**src/design/ers_pkg.sv**
```systemverilog
package ers_pkg;

	// default floor count
	localparam int FLOORS_DEF = 4;

	// item operation codes
	typedef enum logic [1:0] {
		MODE_PRESS       = 2'd0,
		MODE_CLEAR_FLOOR = 2'd1,
		MODE_CLEAR_ALL   = 2'd2,
		MODE_QUERY       = 2'd3
	} mode_t;

	// button codes
	localparam logic [1:0] BTN_HALL_UP   = 2'd0;
	localparam logic [1:0] BTN_HALL_DOWN = 2'd1;
	localparam logic [1:0] BTN_CAB       = 2'd2;

	// direction codes
	localparam logic [1:0] DIR_STOP = 2'd0;
	localparam logic [1:0] DIR_UP   = 2'd1;
	localparam logic [1:0] DIR_DOWN = 2'd2;

	// bit positions inside one floor's call row
	localparam int CALL_UP_BIT   = 0;
	localparam int CALL_DOWN_BIT = 1;
	localparam int CALL_CAB_BIT  = 2;

	// sequencer states
	typedef enum logic [1:0] {
		ST_IDLE   = 2'd0,
		ST_UPDATE = 2'd1,
		ST_SCAN   = 2'd2,
		ST_DONE   = 2'd3
	} state_t;

	// one captured request
	typedef struct packed {
		mode_t      mode;
		logic [1:0] floor;
		logic [1:0] button;
		logic [1:0] travel_direction;
		logic [1:0] last_floor;
		logic       between_floors;
		logic [1:0] last_moved_direction;
	} item_t;

	// update command from sequencer to call store
	typedef struct packed {
		logic       apply;
		mode_t      mode;
		logic [1:0] floor;
		logic [1:0] button;
	} upd_t;

	// decision handed to the output register
	typedef struct packed {
		logic       should_stop;
		logic [1:0] next_direction;
	} res_t;

	// reverse a travel direction, stop and unknown codes give stop
	function automatic logic [1:0] reverse_dir(input logic [1:0] d);
		logic [1:0] r;
		case (d)
			DIR_UP:   r = DIR_DOWN;
			DIR_DOWN: r = DIR_UP;
			default:  r = DIR_STOP;
		endcase
		return r;
	endfunction

endpackage

```
**src/design/ers_call_store.sv**
```systemverilog
module ers_call_store import ers_pkg::*; #(
	parameter int FLOORS = FLOORS_DEF
) (
	input  logic                      clk,
	input  logic                      arst_n,
	input  upd_t                      upd,
	input  logic [$clog2(FLOORS)-1:0] scan_idx,
	output logic [2:0]                scan_row
);

	localparam int IDX_W = $clog2(FLOORS);
	localparam int CMP_W = ($clog2(FLOORS + 1) > 2) ? $clog2(FLOORS + 1) : 2;

	logic [2:0]       rows_q [FLOORS];
	logic             floor_ok;
	logic [IDX_W-1:0] floor_idx;
	logic             top_floor;

	// address decode of the update
	assign floor_ok  = CMP_W'(upd.floor) < CMP_W'(FLOORS);
	assign floor_idx = IDX_W'(upd.floor);
	assign top_floor = floor_idx == IDX_W'(FLOORS - 1);

	// call matrix, cleared at reset
	always_ff @(posedge clk or negedge arst_n) begin
		if (!arst_n) begin
			for (int i = 0; i < FLOORS; i++) begin
				rows_q[i] <= '0;
			end
		end else if (upd.apply) begin
			case (upd.mode)
				MODE_PRESS: begin
					if (floor_ok) begin
						if (upd.button == BTN_HALL_UP && !top_floor) begin
							rows_q[floor_idx][CALL_UP_BIT] <= 1'b1;
						end else if (upd.button == BTN_HALL_DOWN && upd.floor != 2'd0) begin
							rows_q[floor_idx][CALL_DOWN_BIT] <= 1'b1;
						end else if (upd.button == BTN_CAB) begin
							rows_q[floor_idx][CALL_CAB_BIT] <= 1'b1;
						end
					end
				end
				MODE_CLEAR_FLOOR: begin
					if (floor_ok) begin
						rows_q[floor_idx] <= '0;
					end
				end
				MODE_CLEAR_ALL: begin
					for (int i = 0; i < FLOORS; i++) begin
						rows_q[i] <= '0;
					end
				end
				default: begin
				end
			endcase
		end
	end

	// scan read port
	assign scan_row = rows_q[scan_idx];

endmodule

```
**src/design/ers_seq.sv**
```systemverilog
module ers_seq import ers_pkg::*; #(
	parameter int FLOORS = FLOORS_DEF
) (
	input  logic                      clk,
	input  logic                      arst_n,
	input  logic                      accept,
	input  item_t                     item,
	input  logic [2:0]                scan_row,
	output logic [$clog2(FLOORS)-1:0] scan_idx,
	output upd_t                      upd,
	output logic                      busy,
	output logic                      done,
	output res_t                      res
);

	localparam int IDX_W = $clog2(FLOORS);
	localparam int CMP_W = ($clog2(FLOORS + 1) > 2) ? $clog2(FLOORS + 1) : 2;
	localparam logic [IDX_W-1:0] LAST_IDX = IDX_W'(FLOORS - 1);

	state_t           state_q, state_d;
	logic [IDX_W-1:0] idx_q;
	logic             clr_acc, scan_en;

	// accumulated scan results
	logic       above_f_q, below_f_q, above_l_q, below_l_q, at_l_q;
	logic [2:0] row_f_q;

	logic [CMP_W-1:0] idx_c, floor_c, last_c, last_sat;
	logic             row_any;

	// next state
	always_comb begin
		state_d = state_q;
		case (state_q)
			ST_IDLE:   if (accept) state_d = ST_UPDATE;
			ST_UPDATE: state_d = ST_SCAN;
			ST_SCAN:   if (idx_q == LAST_IDX) state_d = ST_DONE;
			ST_DONE:   state_d = ST_IDLE;
			default:   state_d = ST_IDLE;
		endcase
	end

	// state outputs
	always_comb begin
		busy    = 1'b1;
		clr_acc = 1'b0;
		scan_en = 1'b0;
		done    = 1'b0;
		case (state_q)
			ST_IDLE:   busy = 1'b0;
			ST_UPDATE: clr_acc = 1'b1;
			ST_SCAN:   scan_en = 1'b1;
			ST_DONE:   done = 1'b1;
			default:   busy = 1'b1;
		endcase
	end

	always_ff @(posedge clk or negedge arst_n) begin
		if (!arst_n) begin
			state_q <= ST_IDLE;
			idx_q   <= '0;
		end else begin
			state_q <= state_d;
			if (clr_acc) begin
				idx_q <= '0;
			end else if (scan_en && idx_q != LAST_IDX) begin
				idx_q <= idx_q + 1'b1;
			end
		end
	end

	// update command goes out in the update slot
	assign upd.apply  = clr_acc;
	assign upd.mode   = item.mode;
	assign upd.floor  = item.floor;
	assign upd.button = item.button;
	assign scan_idx   = idx_q;

	// shared compare unit: one floor per cycle against the request floor and last floor
	assign idx_c    = CMP_W'(idx_q);
	assign floor_c  = CMP_W'(item.floor);
	assign last_c   = CMP_W'(item.last_floor);
	assign last_sat = (last_c >= CMP_W'(FLOORS)) ? CMP_W'(FLOORS - 1) : last_c;
	assign row_any  = |scan_row;

	always_ff @(posedge clk) begin
		if (clr_acc) begin
			above_f_q <= 1'b0;
			below_f_q <= 1'b0;
			above_l_q <= 1'b0;
			below_l_q <= 1'b0;
			at_l_q    <= 1'b0;
			row_f_q   <= '0;
		end else if (scan_en) begin
			if (idx_c > floor_c && row_any) above_f_q <= 1'b1;
			if (idx_c < floor_c && row_any) below_f_q <= 1'b1;
			if (idx_c == floor_c) row_f_q <= scan_row;
			if (idx_c > last_sat && row_any) above_l_q <= 1'b1;
			if (idx_c < last_sat && row_any) below_l_q <= 1'b1;
			if (idx_c == last_sat) at_l_q <= row_any;
		end
	end

	// stop decision for the request floor
	always_comb begin
		res.should_stop = row_f_q[CALL_CAB_BIT];
		case (item.travel_direction)
			DIR_UP: begin
				if (row_f_q[CALL_UP_BIT] || (!above_f_q && row_f_q[CALL_DOWN_BIT]))
					res.should_stop = 1'b1;
			end
			DIR_DOWN: begin
				if (row_f_q[CALL_DOWN_BIT] || (!below_f_q && row_f_q[CALL_UP_BIT]))
					res.should_stop = 1'b1;
			end
			DIR_STOP: begin
				if (|row_f_q) res.should_stop = 1'b1;
			end
			default: begin
			end
		endcase
	end

	// next direction seen from the last floor
	always_comb begin
		if (item.between_floors && at_l_q) begin
			res.next_direction = reverse_dir(item.last_moved_direction);
		end else if (item.travel_direction == DIR_DOWN) begin
			res.next_direction = below_l_q ? DIR_DOWN : (above_l_q ? DIR_UP : DIR_STOP);
		end else begin
			res.next_direction = above_l_q ? DIR_UP : (below_l_q ? DIR_DOWN : DIR_STOP);
		end
	end

	// scan walks the floors one at a time
	a_scan_step: assert property (@(posedge clk) disable iff (!arst_n)
		(state_q == ST_SCAN && idx_q != LAST_IDX) |=>
		(state_q == ST_SCAN && idx_q == IDX_W'($past(idx_q) + 1'b1)))
		else $error("scan index did not advance");

	a_scan_end: assert property (@(posedge clk) disable iff (!arst_n)
		(state_q == ST_SCAN && idx_q == LAST_IDX) |=> state_q == ST_DONE)
		else $error("scan did not finish after last floor");

	a_update_start: assert property (@(posedge clk) disable iff (!arst_n)
		state_q == ST_UPDATE |=> (state_q == ST_SCAN && idx_q == '0))
		else $error("scan did not start at floor zero");

endmodule

```
**src/design/elevator_request_scheduler.sv**
```systemverilog
// Elevator collective-control request scheduler.
// Request channel: a request is taken at a rising edge with start high and
// busy low; mode, floor, button, travel_direction, last_floor,
// between_floors and last_moved_direction are sampled at that edge.
// Each request first updates the pending-call matrix (press, clear one floor,
// clear all, or nothing), then reports should_stop for the given floor and
// next_direction seen from the last known floor.
// Result channel: done is high for exactly one cycle with should_stop and
// next_direction valid; the receiver takes it at the edge ending that cycle
// and cannot stall it.
// busy stays high while the sequencer is in its update, scan and done states,
// so a new request is taken only once the current one has left its scan; the
// scan of the call matrix runs through one shared compare unit, one floor per cycle.
// Reset (arst_n low) clears all pending calls, returns the sequencer to idle
// and drops done.
module elevator_request_scheduler import ers_pkg::*; #(
	parameter int FLOORS = FLOORS_DEF
) (
	input  logic       clk,
	input  logic       arst_n,
	input  logic       start,
	output logic       busy,
	input  logic [1:0] mode,
	input  logic [1:0] floor,
	input  logic [1:0] button,
	input  logic [1:0] travel_direction,
	input  logic [1:0] last_floor,
	input  logic       between_floors,
	input  logic [1:0] last_moved_direction,
	output logic       done,
	output logic       should_stop,
	output logic [1:0] next_direction
);

	localparam int IDX_W = $clog2(FLOORS);

	item_t            item_q;
	logic             accept;
	upd_t             upd;
	logic [IDX_W-1:0] scan_idx;
	logic [2:0]       scan_row;
	logic             seq_done;
	res_t             res;
	logic             done_q;
	logic             should_stop_q;
	logic [1:0]       next_direction_q;

	assign accept = start && !busy;

	// request capture
	always_ff @(posedge clk) begin
		if (accept) begin
			item_q.mode                 <= mode_t'(mode);
			item_q.floor                <= floor;
			item_q.button               <= button;
			item_q.travel_direction     <= travel_direction;
			item_q.last_floor           <= last_floor;
			item_q.between_floors       <= between_floors;
			item_q.last_moved_direction <= last_moved_direction;
		end
	end

	ers_call_store #(.FLOORS(FLOORS)) u_store (
		.clk      (clk),
		.arst_n   (arst_n),
		.upd      (upd),
		.scan_idx (scan_idx),
		.scan_row (scan_row)
	);

	ers_seq #(.FLOORS(FLOORS)) u_seq (
		.clk      (clk),
		.arst_n   (arst_n),
		.accept   (accept),
		.item     (item_q),
		.scan_row (scan_row),
		.scan_idx (scan_idx),
		.upd      (upd),
		.busy     (busy),
		.done     (seq_done),
		.res      (res)
	);

	// result register
	always_ff @(posedge clk or negedge arst_n) begin
		if (!arst_n) begin
			done_q <= 1'b0;
		end else begin
			done_q <= seq_done;
		end
	end

	always_ff @(posedge clk) begin
		if (seq_done) begin
			should_stop_q    <= res.should_stop;
			next_direction_q <= res.next_direction;
		end
	end

	assign done           = done_q;
	assign should_stop    = should_stop_q;
	assign next_direction = next_direction_q;

	// results never come in consecutive cycles
	a_done_single: assert property (@(posedge clk) disable iff (!arst_n)
		done |=> !done)
		else $error("result strobe held for two cycles");

	// busy rises only after a taken request
	a_busy_rise: assert property (@(posedge clk) disable iff (!arst_n)
		$rose(busy) |-> $past(start))
		else $error("busy rose without a request");

	// reported direction is always a legal code
	a_dir_code: assert property (@(posedge clk) disable iff (!arst_n)
		done |-> (next_direction == DIR_STOP || next_direction == DIR_UP ||
			next_direction == DIR_DOWN))
		else $error("illegal next direction reported");

endmodule

```
**config.mk**
```make
export PLATFORM = sky130hd
export DESIGN_NAME = elevator_request_scheduler
export DESIGN_NICKNAME = d
export VERILOG_FILES = /design/src/design/ers_pkg.sv /design/src/design/ers_call_store.sv /design/src/design/ers_seq.sv /design/src/design/elevator_request_scheduler.sv
export SDC_FILE = /design/constraint.sdc
export NUM_CORES = 1
export LEC_CHECK = 0
export BUFFER_PORTS_ARGS = -buffer_cell sky130_fd_sc_hd__buf_2
export CAP_MARGIN = 25
export CORE_MARGIN = 8
export CORE_UTILIZATION = 30
export CTS_BUF_LIST = sky130_fd_sc_hd__clkbuf_8
export DETAILED_ROUTE_END_ITERATION = 8
export SYNTH_ARGS = -nofsm -noshare
export SYNTH_HDL_FRONTEND = slang
export SYNTH_SLANG_ARGS = --single-unit
```
**constraint.sdc**
```tcl
create_clock -name clk -period 5.35 [get_ports clk]
set_input_delay 0.2675 -clock clk [delete_from_list [all_inputs] [get_ports clk]]
set_output_delay 0.2675 -clock clk [all_outputs]
set_load 0.05 [all_outputs]
```
---- Word-level counts from Yosys, hierarchy flattened ----
Index checks and enable logic that the tools add are counted.
cells by class
  $add $sub $neg .......................... 1
  $lt $le $gt $ge ......................... 8
  equality and inequality tests ........... 19
  multiplexer cells ....................... 36
  bitwise operators ....................... 7
  reduce and logical (&&, ||, !) cells .... 34
operators by type and width
  kind                                                                      number
  12-bit 2-to-1 mux                                                         3
  12-bit bitwise OR                                                         3
  12-bit case mux with 3 select lines                                       1
  3-bit demux with 2-bit select                                             4
  2-bit 2-to-1 mux                                                          11
  2-bit == test (second input constant)                                     8
  2-bit AND reduction                                                       7
  12-bit AND                                                                1
  1-bit logical AND                                                         12
  3-bit 2-to-1 mux                                                          4
  12-bit inverter                                                           1
  2-bit by 1-bit == test with 1-bit output (second input constant)          5
  1-bit 2-to-1 mux                                                          9
  2-bit zero test                                                           4
  2-bit case mux with 4 select lines                                        1
  3-bit binary-select mux with 2-bit select                                 1
  3-bit greater-or-equal comparator (second input constant)                 2
  2-bit inverter with 3-bit output                                          2
  3-bit OR reduction                                                        2
  2-bit inequality test (second input constant)                             2
  4-bit by 1-bit inequality test with 1-bit output (second input constant)  1
  2-bit case mux with 2 select lines                                        1
  2-bit nonzero test                                                        2
  2-bit by 3-bit == test with 1-bit output                                  1
  other kinds (14)                                                          17
word-level totals
  register bits after elaboration ......... 41
  input bits .............................. 16
  output and inout port bits .............. 5
  logic and storage cells ................. 127

---- Depth between registers and ports, before layout ----
  depth in word-level cells ............... 10
  gate-level depth with buffers ........... 7
  depth with buffers taken out ............ 6

---- By module ----
Synthesis repeated with hierarchy kept, for this count alone.
unflattened totals
  cell total of the unflattened synthesis .. 169
  area total of the unflattened synthesis .. 2045.7 sq um
by module, submodules not included
  module                      times used  cells an instance  area each (sq um)  seq. area each (sq um)
  ers_seq                     1           82                 767.0              260.2
  ers_call_store              1           69                 759.5              300.3
  elevator_request_scheduler  1           18                 519.2              505.5

---- Least setup slack after synthesis ----
OpenSTA, ideal clock, no wires.
  path type ............................... register to register
  from .................................... reg u_seq.idx_q[1] (netlist: u_seq.scan_idx[1])
  to ...................................... reg u_seq.below_f_q
  setup time .............................. 128 ps
  data arrival time ....................... 1598 ps
  required time ........................... 5222 ps
  slack ................................... 3625 ps
  cell stages (with the launch flop) ...... 5
  path buffers ............................ 0
  period minus slack after synthesis ...... 1725 ps
  cell sequence ........................... dfrtp_1 -> mux4_1 -> or3_4 -> a31oi_1 -> nor2_1
between the ends
  cells in the longest elaborated chain, start to end .. 7
  elaborated cells between the ends (all ways) .. 8
  classes of those cells .................. order compare (1); mux (3); bitwise (1); reduce/logical (3)
ends and longest elaborated chain
  element                                                 RTL line              text
  from (decl)                                             ers_seq.sv:21         logic [IDX_W-1:0] idx_q;
  from (signal assigned)                                  ers_seq.sv:67         idx_q <= idx_q + 1'b1;
  2-bit inverter with 3-bit output (implied by the code)  ers_call_store.sv:60  assign scan_row = rows_q[scan_idx];
  3-bit binary-select mux with 2-bit select               ers_call_store.sv:60
  3-bit 2-to-1 mux (implied by the code) (2 in a row)     ers_call_store.sv:60
  3-bit OR reduction                                      ers_seq.sv:84         assign row_any = |scan_row;
  1-bit logical AND (*)                                   ers_seq.sv:96         if (idx_c < floor_c && row_any) below_f_q <= 1'b1;
  2-bit AND reduction (no line) (*)                       --
  to (signal assigned)                                    ers_seq.sv:89         below_f_q <= 1'b0;
  to (signal assigned)                                    ers_seq.sv:96
  to (decl)                                               ers_seq.sv:25         logic above_f_q, below_f_q, above_l_q, below_l_q, at_l_q;
Every way passes the cells marked *; elsewhere a longest branch is shown, timed or not. The select of a mux whose other input is x is not followed.
A chain may end at the register's enable or synchronous reset.

---- Final worst setup path ----
  from .................................... reg u_seq.state_q[1]
  to ...................................... reg u_store.rows_q[3] (netlist bit)
between the ends
  cells in the longest elaborated chain, start to end .. 3
ends and longest elaborated chain
  element                                   RTL line              text
  from (decl)                               ers_seq.sv:20         state_t state_q, state_d;
  from (signal assigned)                    ers_seq.sv:63         state_q <= state_d;
  2-bit by 1-bit == test with 1-bit output  ers_seq.sv:49         case (state_q)
  1-bit 2-to-1 mux                          ers_seq.sv:49
  3-bit AND reduction (no line)             --
  to (signal, indexed assignment)           ers_call_store.sv:39  rows_q[floor_idx][CALL_CAB_BIT] <= 1'b1;
  to (signal, indexed assignment)           ers_call_store.sv:45  rows_q[floor_idx] <= '0;
  to (signal, indexed assignment)           ers_call_store.sv:50  rows_q[i] <= '0;
  to (decl)                                 ers_call_store.sv:14  logic [2:0] rows_q [FLOORS];
No other way between the ends.

==> key figures <==
Global routing
  • Congestion Overflow GR: 0
  • Initial antenna violation count: 0
  • GR Util All Layers: 0.0814
  • Vias in the first global route: about 1200
  • Global-route wire length before repair: around 5.7 mm
  • Largest net degree at the start of global routing: 18

CTS
  • CTS root buffer: clkbuf_8
  • Reg clk slew, reported paths: 80 ps
  • CTS tree: done
  • Post-CTS Setup Repair Bufs: 0
  • Clock Tree Buf Depth: 2
  • Total CTS buffers: 5
  • Clk Latency, worst-skew pair: 290 ps
  • # H-tree levels: 2
  • Clock Sink Count: 41

Finish
  • P&R area growth vs syn: 15.8%
  • # fillers: just over 600
  • Seq. cell area: 0.00107 mm²
  • Fin cells: 263
  • Commonest cells after routing, fill and taps aside: buf_2, dfrtp_1, edfxtp_1
  • Finished Cell Area: 0.00224 mm²
  • Nets@finish: between 200 and 250
  • Multi-input logic area: about 810 µm²
  • Commonest non-fill, non-tap cell in the layout: buf_2
  • Layout cell share with drive strength beyond 1: 0.183
  • Inserted Diodes: 0

Floorplan
  • Cell row count: 29
  • Core area: around 0.0063 mm²
  • Die Wd: a little under 100 µm
  • # IOs: 21
  • DIE HEIGHT: slightly below 100 µm
  • Full die area: around 0.0093 mm²
  • Initial core utilization: 0.308

Synthesis
  • FF+latch count, synth: 41
  • Mapped Cells: 160
  • Netlist cell types: 34
  • Post-synthesis net count: roughly 190
  • Top cells by area in the synthesized netlist: edfxtp_1, dfrtp_1, ha_1, dfxtp_1, mux4_1
  • Post-synthesis sequential area ratio: 0.551
  • Mean Syn Cell Area: 12.1 µm²
  • Share of Yosys cell area claimed by the top area cell type: 0.248
  • Yosys warnings: 0
  • Synth area leader: edfxtp_1
  • Post-Syn Area: 0.00193 mm²

Critical path
  • R2R Path End: u_store.rows_q[3]
  • Worst Setup SP: u_seq.state_q[1]
  • R2r setup slk: about 3200 ps
  • Worst reg2reg startpoint: u_seq.state_q[1]
  • Critical setup path kind: register to register
  • Critical Path RT: 5540 ps
  • Crit path capture: u_store.rows_q[3]
  • Worst R2R Path Depth: 6
  • Worst path arrival time: 2310 ps
  • Startpoint types: register
  • Crit Path Max Fanout: 13
  • Worst setup EP type: register

STA
  • Transition time of the tightest slew-check pin: slightly above 600 ps
  • Max-slew headroom: 0.593
  • Clock skew: 7.55 ps
  • Final hold vios: 0
  • Setup TNS Final: 0 ps
  • Period utilization: 0.397
  • Final hold slack: 143 ps
  • Final Max Slew Viols: 0
  • Fmax: 471 MHz
  • Unrepaired setup endpoints after global routing: false
  • Post-route minimum period: 2120 ps
  • Final setup violating endpoints: 0

Placement
  • Placed instance count: ~250
  • IO buf count: 20
  • Placed Area: 0.00212 mm²
  • RD Place Congestion: roughly 0.80
  • HPWL Detailed: between 2 and 3 mm

Power
  • Maximum vdd drop: 239 µV
  • Final Total Pwr: 1180 µW
  • Power per cell area: about 530 mW/mm²
  • Leak: 0.000959 µW

Job
  • Max cap viols: 0

Routing
  • Drt pass-1 iters: 4
  • ANT nets after route: 0
  • Drt total wl: 3.49 mm
  • Routed vias/inst: 4.66
  • Via count: between 1000 and 1500
  • DRC: 0
  • DRC violation total after the first TritonRoute iteration: 30
  • Wire length per cell: ~13 µm

Worst hold path
  • HP Class: input port to register
  • Hold Crit Depth: 1

Outcome
  • Status: finished, final reports clean
[routing by layer]
metal  GRT usage  vias to the layer above  wire length, µm
li1            -                      638                -
met1       0.106                      553             1730
met2       0.119                       25             1490
met3      0.0289                        9              189
met4      0.0353                        0               81
met5           0                        -                0
[where the power goes]
part / switching [µW] / leakage [µW] / internal [µW]
logic: 244 / 0.000460 / 180
registers: 73.3 / 0.000439 / 439
clock network: 109 / 0.0000595 / 138
[critical path, cell delays in order (launching register included)]
cell     delay, ps
dfrtp_1        410
inv_1          100
ha_1           460
nor2b_1        370
and2_1         270
nand3_1        150
a22o_1         260
[worst min-delay path by stage]
stage,from,endpoint,slack [ps]
2_1_floorplan,arst_n,done,-30
3_3_place_gp,arst_n,done,200
3_5_place_dp,arst_n,u_seq.state_q[0],210
4_1_cts,travel_direction[0],item_q[5],130
5_1_grt,last_moved_direction[0],item_q[0],130
6_report,last_moved_direction[0],item_q[0],140
[sequential cells by signal, indices dropped and copies added, names as in the netlist, 2 cells and up]
| name | cells |
|---|---|
| u_seq.row_f_q | 3 |
| u_seq.scan_idx | 2 |
| item_q | 13 |
| next_direction | 2 |
| u_seq.state_q | 2 |
| u_store.rows_q | 12 |
[cell families after synthesis]
| family | Yosys count | share of synthesized area |
|---|---|---|
| flops | 41 | 0.551 |
| xor+xnor | 1 | 0.00453 |
| fa+ha+maj | 13 | 0.0841 |
| mux | 6 | 0.0550 |
| compound gates | 34 | 0.135 |
| buf+inv | 16 | 0.0310 |
| simple gates | 49 | 0.140 |
[area by class of cell]
class	instances	area share
clock buffers	5	0.0307
clock inverters	3	0.0190
inverters	13	0.0218
multi-input cells	103	0.361
flip-flops and latches	41	0.476
well taps	77	0.0430
repair buffers	21	0.0491
[Yosys cell counts]
library cell / number
dfrtp_1: 17
edfxtp_1: 16
ha_1: 13
inv_1: 13
nand2_1: 12
nor2_1: 9
dfxtp_1: 8
nand3_1: 8
and2_1: 7
a21oi_1: 6
nand2b_1: 5
o21ai_0: 5
o2bb2ai_1: 5
a22o_1: 4
a31oi_1: 3
and4bb_2: 3
clkbuf_1: 3
nor2b_1: 3
a211oi_1: 2
mux2i_1: 2
mux4_1: 2
o41ai_1: 2
a211o_1: 1
a221o_1: 1
a22oi_4: 1
a32o_1: 1
mux2_2: 1
mux4_2: 1
nand4b_1: 1
o21bai_1: 1
o31ai_1: 1
o32a_1: 1
or3_4: 1
xnor2_1: 1
[through the flow]
step / utilization / worst slack (ps)
after detailed placement: 0.338 / 3230
final: 0.357 / 3230
after global routing: 0.357 / 3030
after CTS: 0.357 / 3220
after floorplan: - / 3620
after global placement: 0.338 / 3300
[what timing repair did]
| item | 4_1_cts | 5_1_grt |
|---|---|---|
| endpoints found under the hold margin | 17 | 0 |
| hold buffers | 1 | 0 |
| resized for setup | 0 | 0 |
Note: power is estimated with default switching activity, not from simulation.
